`config.mk`:
```
export PLATFORM = sky130hd
export DESIGN_NAME = mre_ctrl
export DESIGN_NICKNAME = d
export VERILOG_FILES = /design/src/sv/mre_pkg.sv /design/src/sv/mre_ctrl.sv
export SDC_FILE = /design/constraint.sdc
export NUM_CORES = 1
export LEC_CHECK = 0
export BUFFER_PORTS_ARGS = -buffer_cell sky130_fd_sc_hd__buf_2
export CAP_MARGIN = 20
export CELL_PAD_IN_SITES_DETAIL_PLACEMENT = 1
export CELL_PAD_IN_SITES_GLOBAL_PLACEMENT = 1
export CORE_AREA = 2 2 39 41
export CTS_CLUSTER_DIAMETER = 200
export DETAILED_ROUTE_END_ITERATION = 8
export DIE_AREA = 0 0 41 43
export PLACE_DENSITY_LB_ADDON = 0.25
export REMOVE_ABC_BUFFERS = 1
export SLEW_MARGIN = 20
export SYNTH_ARGS = -nofsm -noshare
export SYNTH_HDL_FRONTEND = slang
export SYNTH_SLANG_ARGS = --single-unit
```
`constraint.sdc`:
```
create_clock -name clk -period 3.32 [get_ports clk]
set_input_delay 0.664 -clock clk [delete_from_list [all_inputs] [get_ports clk]]
set_output_delay 0.664 -clock clk [all_outputs]
set_load 0.005 [all_outputs]
```
`src/sv/mre_pkg.sv`:
```
`default_nettype none

package mre_pkg;

	// fixed field widths
	localparam int CNT_W      = 6;            // row / column counts
	localparam int TOT_W      = 2 * CNT_W;    // element counts and linear positions
	localparam int MODE_W     = 2;
	localparam int FUNC_W     = 2;
	localparam int REG_IDX_W  = 2;
	localparam int DATA_W     = 64;
	localparam int DIV_CNT_W  = $clog2(TOT_W + 1);

	localparam int MAX_ROWS_DEF = 32;
	localparam int MAX_COLS_DEF = 32;

	typedef enum logic [FUNC_W-1:0] {
		FUNC_LOAD    = 2'd0,
		FUNC_READ    = 2'd1,
		FUNC_RESTART = 2'd2
	} func_t;

	typedef enum logic [MODE_W-1:0] {
		MODE_ROWS = 2'd0,
		MODE_COLS = 2'd1,
		MODE_CCW  = 2'd2
	} mode_t;

	typedef enum logic [REG_IDX_W-1:0] {
		REG_ROWS = 2'd0,
		REG_COLS = 2'd1,
		REG_MODE = 2'd2
	} reg_idx_t;

	// controller -> datapath
	typedef struct packed {
		logic take;        // input beat accepted
		logic s1_load;     // read beat enters the RAM read stage
		logic out_load;    // read stage moves to the output register
		logic div_start;   // load divider with emitted count
		logic div_step;    // one quotient bit
		logic div_done;    // write quotient / remainder back to counters
	} cmd_t;

	// datapath -> controller
	typedef struct packed {
		logic item_read;   // current input beat yields a result
	} sts_t;

endpackage

`default_nettype wire

```
`src/sv/mre_ctrl.sv`:
```
`default_nettype none

module mre_ctrl (
	input  wire logic         clk,
	input  wire logic         arst_n,
	input  wire logic         in_valid,
	output      logic         in_ready,
	output      logic         out_valid,
	input  wire logic         out_ready,
	input  wire logic         cfg_valid,
	input  wire mre_pkg::sts_t sts,
	output      mre_pkg::cmd_t cmd
);

	typedef enum logic {
		ST_RUN,
		ST_DIV
	} state_t;

	state_t                          state_q;
	logic [mre_pkg::DIV_CNT_W-1:0]   div_cnt_q;
	logic                            s1_v_q;
	logic                            out_v_q;
	logic                            s1_move;
	logic                            accept;
	logic                            div_last;

	assign div_last  = (div_cnt_q == mre_pkg::DIV_CNT_W'(mre_pkg::TOT_W));
	assign s1_move   = s1_v_q && (!out_v_q || out_ready);
	assign in_ready  = (state_q == ST_RUN) && (!s1_v_q || s1_move);
	assign accept    = in_valid && in_ready;
	assign out_valid = out_v_q;

	always_comb begin
		cmd           = '0;
		cmd.take      = accept;
		cmd.s1_load   = accept && sts.item_read;
		cmd.out_load  = s1_move;
		cmd.div_start = cfg_valid;
		cmd.div_step  = (state_q == ST_DIV) && !div_last && !cfg_valid;
		cmd.div_done  = (state_q == ST_DIV) && div_last && !cfg_valid;
	end

	always_ff @(posedge clk or negedge arst_n) begin
		if (!arst_n) begin
			state_q   <= ST_RUN;
			div_cnt_q <= '0;
			s1_v_q    <= 1'b0;
			out_v_q   <= 1'b0;
		end else begin
			// a register write invalidates the row/column counters
			if (cfg_valid) begin
				state_q   <= ST_DIV;
				div_cnt_q <= '0;
			end else begin
				case (state_q)
					ST_DIV: begin
						if (div_last) begin
							state_q <= ST_RUN;
						end else begin
							div_cnt_q <= div_cnt_q + mre_pkg::DIV_CNT_W'(1);
						end
					end
					default: ;
				endcase
			end

			if (accept && sts.item_read) begin
				s1_v_q <= 1'b1;
			end else if (s1_move) begin
				s1_v_q <= 1'b0;
			end

			if (s1_move) begin
				out_v_q <= 1'b1;
			end else if (out_ready) begin
				out_v_q <= 1'b0;
			end
		end
	end

endmodule

`default_nettype wire

```
==> flow_metrics.env <==
export IMPL_grt_max_degree=12
export IMPL_skew_ns=0.00455
export IMPL_fp_dieW_um=41
export IMPL_crit_path_max_fanout=5
export IMPL_total_power_w=0.000191
export IMPL_r2r_setup_slack_ns=2.04
export IMPL_cp_start_kind="register"
export IMPL_timing_fmax_mhz=488
export IMPL_finalSetupTns_ns=0
export IMPL_rr_worst_depth=5
export IMPL_syn_area_per_cell_um2=9.14
export IMPL_clock_sinks=7
export IMPL_grt_overflow=0
export IMPL_cts_made_buffers=3
export IMPL_insertion_delay_ns=0.25
export IMPL_fin_nets=67
export IMPL_first_pass_iters=4
export IMPL_relSlewSlack_pct=77.2
export IMPL_hpwl_um=680
export IMPL_power_leakage_nw=0.247
export IMPL_synth_cell_area_um2=420
export IMPL_grt_pass1_wl_mm=1.44
export IMPL_num_rows=14
export IMPL_drt_iter0_drc=7
export IMPL_syn_inst=46
export IMPL_setup_viol=0
export IMPL_peakVddDrop_mv=0.141
export IMPL_finalCritPeriodShare_pct=61.7
export IMPL_gp_congestion=0.671
export IMPL_crit_path_end_kind="primary output"
export IMPL_cts_root_buf="clkbuf_4"
export IMPL_grt_usage_pct=12.3
export IMPL_final_cell_area_um2=498
export IMPL_dr_total_vias=357
export IMPL_finalMaxSlewViolations=0
export IMPL_timing_rr_start="div_cnt_q[1]"
export IMPL_synthTopCellsByArea="dfrtp_1 (42%), buf_4 (7.1%), ha_1 (6.0%), nor2_1 (5.4%), nand2b_1 (4.5%)"
export IMPL_viasPerCell=4.82
export IMPL_finalHoldViolations=0
export IMPL_tritoncts="yes"
export IMPL_synth_top_area_share_pct=41.7
export IMPL_io_buffers=13
export IMPL_place_area_um2=472
export IMPL_coreArea_mm2=0.00138
export IMPL_holdCritPathClass="in -> async"
export IMPL_cts_hold_buf=0
export IMPL_boundaryPins=14
export IMPL_rsz0062_at_grt="false"
export IMPL_outcome="finished, final reports clean"
export IMPL_fill_cells=163
export IMPL_rr_endpoint="div_cnt_q[1]"
export IMPL_ys_seq_elements=7
export IMPL_final_layout_size_suffix_gt1_share_pct=32.8
export IMPL_clk_pin_slew_ns=0.06
export IMPL_hold_ws_ns=0.239
export IMPL_area_growth_synth_to_final_pct=18.5
export IMPL_synth_cell_type_count=24
export IMPL_grt_pass1_vias=316
export IMPL_maxCapViolCount=0
export IMPL_ys_warn_count=0
export IMPL_ant_nets=0
export IMPL_period_needed_ns=2.05
export IMPL_die_h_um=43
export IMPL_clock_path_buffers=2
export IMPL_antenna_found_initial=0
export IMPL_wl_um=862
export IMPL_htree_num_levels=1
export IMPL_cts_setup_buffers=0
export IMPL_endpoint="cmd[1]"
export IMPL_cp_startpoint="div_cnt_q[0]"
export IMPL_worstSetupPathType="reg -> out"
export IMPL_n_antenna_cell=0
export IMPL_required_ns=2.66
export IMPL_synth_top_area_cell="dfrtp_1"
export IMPL_wl_per_cell_um=11.6
export IMPL_post_cts_resized=0
export IMPL_critPathArrivalTime_ns=1.38
export IMPL_synth_seq_area_share_pct=41.7
export IMPL_worst_pin_slew_ns=0.341
export IMPL_power_density_mw_per_mm2=384
export IMPL_post_route_drc_count=0
export IMPL_initial_core_util_pct=30.4
export IMPL_die_area_mm2=0.00176
## registers in the layout, summed over array words and instances (netlist names)
register / flops
div_cnt_q: 4
out_valid: 1
s1_v_q: 1
state_q: 1
## cells in the mapped netlist (all sizes together)
cell type,number
a311oi,1
nand2,2
nor3b,1
nand4,2
o31ai,1
nand3b,1
nand4b,1
and2,2
o21ai,2
clkbuf,1
nor2,6
a21boi,1
dfrtp,7
a21oi,1
inv,4
nand3,2
a211oi,1
buf,4
nor3,1
ha,2
nand2b,3
## worst max-delay path, stage by stage, from the launching register on
cell	delay (ns)
dfrtp_1	0.42
inv_1	0.06
ha_1	0.24
nand3_2	0.12
nand2_1	0.08
nor2_1	0.10
buf_2	0.11
## stage by stage
step	util, %	setup WS [ns]	cells
floorplan	-	1.59	41
global placement	34.1	1.36	70
detailed placement	34.1	1.34	70
CTS	36.0	1.25	74
global route	36.0	1.16	74
finish	36.0	1.27	74
## kinds of logic after synthesis
| kind of cell | synth area share (%) |
|---|---|
| AOI/OAI and AO/OA | 12.2 |
| adders and majority gates | 5.95 |
| buffers and inverters | 11.6 |
| DFF | 41.7 |
| and+or+nand+nor | 28.6 |
## cell usage in the layout, fill, tap and decap left out, drive strengths merged
cell type / n
clkbuf: 4
o21ai: 2
a211oi: 1
dfrtp: 7
a21boi: 1
nor2: 6
buf: 13
a21oi: 1
nor3b: 1
nand4b: 1
nand2b: 3
nor3: 1
o31ai: 1
ha: 2
nand3: 2
a311oi: 1
nand2: 2
inv: 4
nand4: 2
nand3b: 1
and2: 2
## area by class of cell
cell class,count,area (µm²),area share [%]
clock buffer,4,26.3,5.28
inverter,4,15.0,3.02
multi-input combinational,30,196,39.4
sequential,7,175,35.2
tap,16,20.0,4.02
timing repair buffer,13,65.1,13.1
## layer usage
layer / GRT usage [%] / up-vias / wire length, µm
met1: 17.4 / 171 / 392
met2: 15.9 / 9 / 418
met3: 6.28 / 0 / 51
met4: 4.00 / 0 / 0
li1: - / 177 / -
met5: 0 / - / 0
## how the worst min path moves through the flow
stage                 from      endpoint  slack, ns  cells after the start
floorplan           arst_n  div_cnt_q[0]       0.37                      0
global placement    s1_v_q     out_valid       0.47                      2
detailed placement  s1_v_q     out_valid       0.49                      2
CTS                 arst_n  div_cnt_q[2]       0.24                      1
global route        arst_n  div_cnt_q[2]       0.24                      1
finish              arst_n  div_cnt_q[2]       0.24                      1
## where the power goes
group / leakage [nW] / switching, W / internal [W] / total (W)
sequential: 0.0900 / 0.00000377 / 0.0000885 / 0.0000922
combinational: 0.142 / 0.0000108 / 0.00000936 / 0.0000201
clock: 0.0150 / 0.0000330 / 0.0000460 / 0.0000790
total: 0.247 / 0.0000475 / 0.000144 / 0.000191
No activity file was read; power rests on OpenSTA's default activity.
